<file path="src/rtl/core/wts_pkg.sv">
// Shared types and constants for the warning transfer session engine.
// No dependencies; imported by wts_event and warning_transfer_session_fsm.
package wts_pkg;

    localparam logic [2:0] CMD_CONNECT    = 3'd0;
    localparam logic [2:0] CMD_DISCONNECT = 3'd1;
    localparam logic [2:0] CMD_AUTH       = 3'd2;
    localparam logic [2:0] CMD_SET_LEN    = 3'd3;
    localparam logic [2:0] CMD_CHUNK      = 3'd4;
    localparam logic [2:0] CMD_CLIENT_ACK = 3'd5;
    localparam logic [2:0] CMD_STATUS     = 3'd6;

    localparam logic [1:0] PHASE_CODE_INACTIVE  = 2'd0;
    localparam logic [1:0] PHASE_CODE_RECEIVING = 2'd1;
    localparam logic [1:0] PHASE_CODE_COMPLETE  = 2'd2;
    localparam logic [1:0] PHASE_CODE_ACKED     = 2'd3;

    localparam logic [1:0] KIND_NONE = 2'd0;
    localparam logic [1:0] KIND_CHAR = 2'd1;
    localparam logic [1:0] KIND_END  = 2'd2;

    localparam logic [2:0] DISP_WAIT_KNOWN    = 3'd0;
    localparam logic [2:0] DISP_WAIT_AUTH     = 3'd1;
    localparam logic [2:0] DISP_ALL_VALID     = 3'd2;
    localparam logic [2:0] DISP_SHORT_INVALID = 3'd3;
    localparam logic [2:0] DISP_ACTIVE_WARN   = 3'd4;
    localparam logic [2:0] DISP_ACKED         = 3'd5;

    localparam logic [2:0] ERR_OK          = 3'd0;
    localparam logic [2:0] ERR_UNAUTH      = 3'd1;
    localparam logic [2:0] ERR_BAD_STATUS  = 3'd2;
    localparam logic [2:0] ERR_FUTURE_TIME = 3'd3;
    localparam logic [2:0] ERR_WRONG_SEQ   = 3'd4;
    localparam logic [2:0] ERR_IGNORED     = 3'd5;
    localparam logic [2:0] ERR_UNEXP_ACK   = 3'd6;
    localparam logic [2:0] ERR_WRONG_ID    = 3'd7;

    localparam logic [3:0] NIB_MAX        = 4'd5;
    localparam logic [3:0] NIB_LONG_LOW   = 4'd3;
    localparam logic [3:0] NIB_SHORT_HIGH = 4'd2;

    typedef enum logic [3:0] {
        PH_INACTIVE  = 4'b0001,
        PH_RECEIVING = 4'b0010,
        PH_COMPLETE  = 4'b0100,
        PH_ACKED     = 4'b1000
    } phase_t;

    typedef struct packed {
        logic [2:0]  command;
        logic [31:0] device_id;
        logic [15:0] message_length;
        logic [15:0] chunk_seq;
        logic [7:0]  chunk_char;
        logic        client_ack;
        logic [15:0] status_word;
        logic [31:0] status_time;
        logic [31:0] current_time;
    } item_t;

    typedef struct packed {
        logic        authenticated;
        phase_t      phase;
        logic [15:0] next_seq;
        logic [15:0] total_chunks;
        logic [15:0] status_hold;
        logic [2:0]  screen_mode;
    } sess_t;

    typedef struct packed {
        logic [1:0]  warning_phase;
        logic [15:0] expected_seq;
        logic        seq_request;
        logic [1:0]  char_kind;
        logic [7:0]  char_value;
        logic [2:0]  display_state;
        logic        display_changed;
        logic        drop_client;
        logic        ack_write;
        logic        ack_write_value;
        logic [2:0]  error_code;
        logic [15:0] last_status;
    } result_t;

    function automatic logic [1:0] phase_code(input phase_t ph);
        logic [1:0] code;
        case (ph)
            PH_INACTIVE:  code = PHASE_CODE_INACTIVE;
            PH_RECEIVING: code = PHASE_CODE_RECEIVING;
            PH_COMPLETE:  code = PHASE_CODE_COMPLETE;
            PH_ACKED:     code = PHASE_CODE_ACKED;
            default:      code = PHASE_CODE_INACTIVE;
        endcase
        return code;
    endfunction

endpackage

</file>
<file path="src/rtl/core/wts_event.sv">
// Combinational event step: session state and one event in, next state and result out.
// Depends on wts_pkg.
module wts_event import wts_pkg::*; (
    input  item_t       item,
    input  sess_t       cur,
    input  logic [31:0] stored_id,
    output sess_t       nxt,
    output result_t     res
);

    logic        bad, shortinv, longinv, allfive;
    logic [3:0]  nib;
    logic [15:0] seq_inc;
    logic [1:0]  kind;
    logic [7:0]  cval;
    logic        seq_req, changed, drop, aw, awv;
    logic [2:0]  err;

    always_comb begin
        bad      = 1'b0;
        shortinv = 1'b0;
        longinv  = 1'b0;
        allfive  = 1'b1;
        nib      = '0;
        for (int i = 0; i < 4; i++) begin
            nib = item.status_word[4*i +: 4];
            if (nib > NIB_MAX) bad = 1'b1;
            if (nib != 4'd0 && nib <= NIB_SHORT_HIGH) shortinv = 1'b1;
            if (nib >= NIB_LONG_LOW && nib < NIB_MAX) longinv = 1'b1;
            if (nib != NIB_MAX) allfive = 1'b0;
        end
    end

    assign seq_inc = cur.next_seq + 16'd1;

    always_comb begin
        nxt     = cur;
        kind    = KIND_NONE;
        cval    = '0;
        seq_req = 1'b0;
        changed = 1'b0;
        drop    = 1'b0;
        aw      = 1'b0;
        awv     = 1'b0;
        err     = ERR_OK;
        if (item.command >= CMD_SET_LEN && item.command <= CMD_STATUS &&
            !cur.authenticated) begin
            drop            = 1'b1;
            nxt.screen_mode = DISP_WAIT_KNOWN;
            changed         = 1'b1;
            err             = ERR_UNAUTH;
        end else begin
            case (item.command)
                CMD_CONNECT: begin
                    nxt.screen_mode = DISP_WAIT_AUTH;
                    changed         = 1'b1;
                end
                CMD_DISCONNECT: begin
                    nxt.authenticated = 1'b0;
                    nxt.status_hold   = '0;
                    nxt.phase         = PH_INACTIVE;
                    aw                = 1'b1;
                    nxt.screen_mode   = DISP_WAIT_KNOWN;
                    changed           = 1'b1;
                end
                CMD_AUTH: begin
                    if (item.device_id != stored_id) begin
                        drop = 1'b1;
                        err  = ERR_WRONG_ID;
                    end else begin
                        nxt.authenticated = 1'b1;
                        nxt.screen_mode   = DISP_ALL_VALID;
                        changed           = 1'b1;
                    end
                end
                CMD_SET_LEN: begin
                    nxt.total_chunks = item.message_length;
                    nxt.phase        = PH_RECEIVING;
                    nxt.next_seq     = '0;
                    nxt.screen_mode  = DISP_ACTIVE_WARN;
                    changed          = 1'b1;
                end
                CMD_CHUNK: begin
                    if (cur.phase != PH_RECEIVING) begin
                        err = ERR_IGNORED;
                    end else begin
                        seq_req = 1'b1;
                        if (item.chunk_seq == cur.next_seq) begin
                            if (item.chunk_char == 8'd0) begin
                                kind = KIND_END;
                            end else begin
                                kind = KIND_CHAR;
                                cval = item.chunk_char;
                            end
                            nxt.next_seq = seq_inc;
                            if (seq_inc >= cur.total_chunks) nxt.phase = PH_COMPLETE;
                        end else begin
                            err = ERR_WRONG_SEQ;
                        end
                    end
                end
                CMD_CLIENT_ACK: begin
                    if (item.client_ack && cur.phase == PH_COMPLETE) begin
                        nxt.phase       = PH_ACKED;
                        nxt.screen_mode = DISP_ACKED;
                        changed         = 1'b1;
                    end else begin
                        aw  = 1'b1;
                        err = ERR_UNEXP_ACK;
                    end
                end
                CMD_STATUS: begin
                    if (bad) begin
                        err = ERR_BAD_STATUS;
                    end else if (item.status_time > item.current_time) begin
                        err = ERR_FUTURE_TIME;
                    end else begin
                        nxt.status_hold = item.status_word;
                        if ((shortinv && cur.phase == PH_INACTIVE) ||
                            (longinv && (cur.phase == PH_INACTIVE ||
                                         cur.phase == PH_RECEIVING))) begin
                            nxt.screen_mode = DISP_SHORT_INVALID;
                            changed         = 1'b1;
                        end else if (cur.phase == PH_INACTIVE) begin
                            nxt.screen_mode = DISP_ALL_VALID;
                            changed         = 1'b1;
                        end else if (allfive && cur.phase != PH_RECEIVING) begin
                            nxt.phase       = PH_INACTIVE;
                            aw              = 1'b1;
                            awv             = 1'b1;
                            nxt.screen_mode = DISP_ALL_VALID;
                            changed         = 1'b1;
                        end
                    end
                end
                default: begin
                end
            endcase
        end
    end

    always_comb begin
        res.warning_phase   = phase_code(nxt.phase);
        res.expected_seq    = nxt.next_seq;
        res.seq_request     = seq_req;
        res.char_kind       = kind;
        res.char_value      = cval;
        res.display_state   = nxt.screen_mode;
        res.display_changed = changed;
        res.drop_client     = drop;
        res.ack_write       = aw;
        res.ack_write_value = awv;
        res.error_code      = err;
        res.last_status     = nxt.status_hold;
    end

endmodule

</file>
<file path="src/rtl/core/warning_transfer_session_fsm.sv">
// Top level of the warning transfer session engine: input register, event step, result register.
// Depends on wts_pkg and wts_event.

// One event word in, one result word out, one word per cycle sustained while
// m_tready is high. A word passes an input register, then the event logic
// updates the session registers and loads the result register, which then
// offers the word's result on m_tdata. The only loop is the session state
// feeding the event logic. Both registers hold under backpressure. The
// paired id on cfg_data takes effect for events taken after the write.
module warning_transfer_session_fsm import wts_pkg::*; (
    input  logic         aclk,
    input  logic         aresetn,
    input  logic         cfg_valid,
    output logic         cfg_ready,
    input  logic [31:0]  cfg_data,     // stored_device_id
    input  logic         s_tvalid,
    output logic         s_tready,
    // device_id, message_length, chunk_seq, chunk_char, client_ack,
    // status_word, status_time, current_time, 7 bits zero pad
    input  logic [159:0] s_tdata,
    input  logic [2:0]   s_tuser,      // command
    output logic         m_tvalid,
    input  logic         m_tready,
    // warning_phase, expected_seq, seq_request, char_value, display_state,
    // display_changed, drop_client, ack_write, ack_write_value, error_code,
    // last_status, 3 bits zero pad
    output logic [55:0]  m_tdata,
    output logic [1:0]   m_tuser       // char_kind
);

    logic        in_valid_reg, in_valid_next;
    item_t       in_item_reg;
    logic        out_valid_reg, out_valid_next;
    result_t     out_res_reg;
    sess_t       sess_reg, sess_next;
    result_t     res_next;
    logic [31:0] id_reg;
    logic        adv;
    item_t       s_item;

    assign cfg_ready = 1'b1;

    assign adv      = in_valid_reg && (!out_valid_reg || m_tready);
    assign s_tready = !in_valid_reg || adv;

    always_comb begin
        s_item.command        = s_tuser;
        s_item.device_id      = s_tdata[31:0];
        s_item.message_length = s_tdata[47:32];
        s_item.chunk_seq      = s_tdata[63:48];
        s_item.chunk_char     = s_tdata[71:64];
        s_item.client_ack     = s_tdata[72];
        s_item.status_word    = s_tdata[88:73];
        s_item.status_time    = s_tdata[120:89];
        s_item.current_time   = s_tdata[152:121];
    end

    assign in_valid_next  = (s_tvalid && s_tready) || (in_valid_reg && !adv);
    assign out_valid_next = adv || (out_valid_reg && !m_tready);

    wts_event u_event (
        .item      (in_item_reg),
        .cur       (sess_reg),
        .stored_id (id_reg),
        .nxt       (sess_next),
        .res       (res_next)
    );

    always_ff @(posedge aclk) begin
        if (!aresetn) begin
            in_valid_reg  <= 1'b0;
            out_valid_reg <= 1'b0;
            id_reg        <= '0;
            sess_reg      <= '{authenticated: 1'b0, phase: PH_INACTIVE, next_seq: '0,
                               total_chunks: '0, status_hold: '0,
                               screen_mode: DISP_WAIT_KNOWN};
        end else begin
            in_valid_reg  <= in_valid_next;
            out_valid_reg <= out_valid_next;
            if (cfg_valid && cfg_ready) id_reg <= cfg_data;
            if (adv) sess_reg <= sess_next;
        end
    end

    always_ff @(posedge aclk) begin
        if (s_tvalid && s_tready) in_item_reg <= s_item;
        if (adv) out_res_reg <= res_next;
    end

    assign m_tvalid = out_valid_reg;
    assign m_tuser  = out_res_reg.char_kind;
    assign m_tdata  = {3'b000,
                       out_res_reg.last_status,
                       out_res_reg.error_code,
                       out_res_reg.ack_write_value,
                       out_res_reg.ack_write,
                       out_res_reg.drop_client,
                       out_res_reg.display_changed,
                       out_res_reg.display_state,
                       out_res_reg.char_value,
                       out_res_reg.seq_request,
                       out_res_reg.expected_seq,
                       out_res_reg.warning_phase};

`ifndef ASSERT_OFF
    a_drop_err: assert property (@(posedge aclk) disable iff (!aresetn)
        m_tvalid && out_res_reg.drop_client |->
            (out_res_reg.error_code == ERR_UNAUTH || out_res_reg.error_code == ERR_WRONG_ID))
        else $error("drop without matching error code");
    a_char_ok: assert property (@(posedge aclk) disable iff (!aresetn)
        m_tvalid && out_res_reg.char_kind != KIND_NONE |->
            out_res_reg.seq_request && out_res_reg.error_code == ERR_OK)
        else $error("character accepted with error or no sequence request");
    a_ackval: assert property (@(posedge aclk) disable iff (!aresetn)
        m_tvalid && out_res_reg.ack_write_value |-> out_res_reg.ack_write)
        else $error("ack value without ack write");
    a_phase_onehot: assert property (@(posedge aclk) disable iff (!aresetn)
        $onehot(sess_reg.phase))
        else $error("phase register not one-hot");
    a_sess_hold: assert property (@(posedge aclk) disable iff (!aresetn)
        !adv |=> $stable(sess_reg))
        else $error("session state changed without an event");
`endif

endmodule
</file>
<file path="config.mk">
export PLATFORM = sky130hd
export DESIGN_NAME = warning_transfer_session_fsm
export DESIGN_NICKNAME = d
export VERILOG_FILES = /design/src/rtl/core/wts_pkg.sv /design/src/rtl/core/wts_event.sv /design/src/rtl/core/warning_transfer_session_fsm.sv
export SDC_FILE = /design/constraint.sdc
export NUM_CORES = 1
export LEC_CHECK = 0
export ABC_AREA = 1
export BUFFER_PORTS_ARGS = -buffer_cell sky130_fd_sc_hd__buf_4
export CORE_MARGIN = 2
export CORE_UTILIZATION = 60
export CTS_CLUSTER_SIZE = 30
export DETAILED_ROUTE_END_ITERATION = 7
export PLACE_DENSITY = 0.95
export RECOVER_POWER = 25
export SKIP_LAST_GASP = 1
export SYNTH_ARGS = -nofsm -noshare
export SYNTH_HDL_FRONTEND = slang
export SYNTH_SLANG_ARGS = --single-unit
</file>
<file path="constraint.sdc">
create_clock -name aclk -period 12.5 [get_ports aclk]
set_input_delay 1.25 -clock aclk [delete_from_list [all_inputs] [get_ports aclk]]
set_output_delay 1.25 -clock aclk [all_outputs]
set_load 0.03 [all_outputs]
</file>
==> metrics <==
Layout area overhead=23.0%; placed insts=1797; total internal power=1.77 mW; startpoint types=flop; first-pass GRT wire length=51600 µm; outcome=completed; initial cell density of the core=0.612; CP max stage cell=dfxtp_1; clock sinks=301; final WL=32500 µm; min-delay worst type=reg -> reg; total gr overflow=0; Num CTS Buffers=30; nets=1798; WP data required=12.80 ns; logic gate share of total power=0.114; CTS Hold Bufs=0; Clk network pwr share=0.389; DRT antenna net count=0; Commonest cells post-synth=edfxtp_1, inv_1, nand2_1, nor2_1, o21ai_0; Post-synth EDFFs=211; #FFs+latches synth=301; CP most frequent cell=nand3_1; post-synthesis sequential area ratio=0.607; antenna cells=0; Worst Path Class, Setup=reg -> reg; Flop pwr share=0.497; clock buffer depth=3; most frequent cell after synthesis=edfxtp_1; Largest register FFs=156; post-route clock skew=0.0207 ns; # Post-CTS Setup Buffers=0; Top FF cell, synth=edfxtp_1; endpoints failing setup=0; Yosys cell types=51; # rows=54; fin. max-slew vios=0; Max-slew headroom=0.298; Max VDD drop=148 µV; Die X-Extent=153 µm; largest area contributor in the netlist=edfxtp_1; Synth top area share=0.473; Worst Hold Depth=2; post-route setup TNS=0 ns; asr flop ratio synth=0; total core area=21900 µm²; Root Buffer=clkbuf_16; Worst-Margin Slew=1.05 ns; Cell Count, Final, Fillers Out=1853; CP Cell Sequence=ha_1 > nand3_2 > nor3_4 > nand3_2 > nor2_2 > nand3_2 > nor3_2 > xor2_1 > inv_1 > ha_1 > nand2_1 > inv_1 > nand3_1 > nor3_1 > nand3_1 > nand3_1 > nand3_1 > nand2_1 > nand2_2 > inv_2 > nor2_1 > nand3_1 > nand2_1; Worst-path clk slew=0.06 ns; Fillers=1392; switching part of the total=0.239; critical path's largest stage delay=0.46 ns; WP data arrival=3.99 ns; RSZ-0062 raised after global routing=no; port buffer count=249; Final Critical Period=3.68 ns; Psw=0.558 mW; Mean Syn Cell Area=10.3 µm²; Top Ports=261; initial antenna violation count=0; max-cap violations=0; H-tree depth=1; CTS resizes=0; DRC viols=0; CTS tree=yes; DRT Pass-1 Iters=6; post-DP HPWL=22700 µm; routability congestion estimate from global placement=0.940; vias=10300; maximum operating frequency=271 MHz; vias in the first global route=10400; Yosys warning count=0; Worst-Skew Late Latency=0.55 ns; share of post-route cells with drive strength above 1=0.241; final hold violations=0; Iter 0 DRT Violations=953; mapped cell area=13400 µm²; Synth area leaders=edfxtp_1, dfxtp_1, inv_1, ha_1, nand2_1; pwr dens=142 nW/µm²; leakage=7.23 nW; Worst R2R Path Depth=23; vias per cell=5.57; largest net degree at the start of global routing=90; Tcrit/Tclk final=0.295; Syn Inst Count=1303; die area=23600 µm²; Max Fanout on Critical Path=6; Die H=153 µm; Total GRT Usage=0.274; Avg WL per Cell=17.5 µm; Worst setup EP type=flop
[layout make-up]
cell class	instances	area, µm²	share of cell area
Timing Repair Buffer	252	1880	0.114
Sequential cell	301	8140	0.494
Multi-Input combinational cell	768	4350	0.264
Inverter	196	743	0.0451
Tap cell	280	350	0.0212
Clock buffer	42	888	0.0539
Clock inverter	14	135	0.00819
[worst max-delay path, delay by kind of cell (launching register included)]
| family | cells | cell delay, ns |
|---|---|---|
| adder cells (fa/ha/maj) | 2 | 0.54 |
| flip-flops | 1 | 0.46 |
| XOR/XNOR | 1 | 0.24 |
| AND/OR/NAND/NOR | 17 | 1.95 |
| buffers and inverters | 3 | 0.26 |
[metrics by stage]
step | instance area, µm² | power, mW | hold WS [ns] | worst slack, ns | utilization
after detailed placement | 15500 | 1.44 | 0.459 | 8.85 | 0.707
after CTS | 16500 | 2.35 | 0.470 | 8.85 | 0.754
after floorplan | 13400 | 1.34 | 0.435 | 7.32 | -
after global placement | 15500 | 1.42 | 0.449 | 9.04 | 0.707
after global routing | 16500 | 2.42 | 0.491 | 8.41 | 0.753
final | 16500 | 2.33 | 0.472 | 8.82 | 0.753
[cell usage in the layout (no fill, tap or decap), types with 6 or more instances in the layout]
| cell type | Yosys | final |
|---|---|---|
| clkbuf_1 | 28 | 7 |
| nand3_1 | 35 | 35 |
| nor2_2 | 8 | 8 |
| xnor2_1 | 31 | 31 |
| buf_4 | 4 | 110 |
| xor2_1 | 13 | 13 |
| inv_1 | 176 | 175 |
| clkbuf_16 | 0 | 32 |
| nor2_1 | 131 | 131 |
| a21oi_1 | 94 | 94 |
| o21ai_2 | 6 | 6 |
| edfxtp_1 | 211 | 211 |
| a221oi_1 | 7 | 7 |
| o22ai_1 | 7 | 7 |
| nand2_1 | 162 | 162 |
| clkinv_2 | 0 | 6 |
| o21ai_0 | 102 | 102 |
| nand2_2 | 11 | 11 |
| o21ai_1 | 21 | 21 |
| inv_2 | 16 | 17 |
| o22ai_2 | 6 | 6 |
| nand4_1 | 24 | 24 |
| clkbuf_4 | 0 | 140 |
| dfxtp_1 | 90 | 90 |
| ha_1 | 49 | 49 |
| or2_2 | 12 | 12 |
| nor3_1 | 9 | 9 |
[path summary, 6_finish.rpt]
kind	from	end	slack, ns
worst min-delay path	sess_reg[32]	sess_reg[32]	0.47
worst max register to register	sess_reg[35]	m_tdata[0]	8.82
worst min register to register	sess_reg[32]	sess_reg[32]	0.47
worst max-delay path	sess_reg[35]	m_tdata[0]	8.82
[metal layers]
layer  global-route usage  share of wire  vias up
li1                     -              -     4886
met1                0.325           0.36     4763
met2                0.474           0.50      527
met3               0.0488          0.074      144
met4                0.152          0.065        0
met5                    0              0        -
[power groups by stage]
stage	clock (mW)	sequential, mW	combinational (mW)
6_report	0.907	1.16	0.266
3_3_place_gp	0	1.18	0.247
3_5_place_dp	0	1.18	0.261
5_1_grt	0.962	1.17	0.293
2_1_floorplan	0	1.19	0.144
4_1_cts	0.920	1.16	0.266
[logic make-up after synthesis]
kind of cell | after synthesis | share of synthesized area
adder cells (fa/ha/maj) | 49 | 0.0457
XOR/XNOR | 44 | 0.0287
buffers and inverters | 236 | 0.0691
AO/OA/AOI/OAI | 256 | 0.106
AND/OR/NAND/NOR | 415 | 0.143
other | 2 | 0.000560
flip-flops | 301 | 0.607
Note: power is estimated with default switching activity, not from simulation.
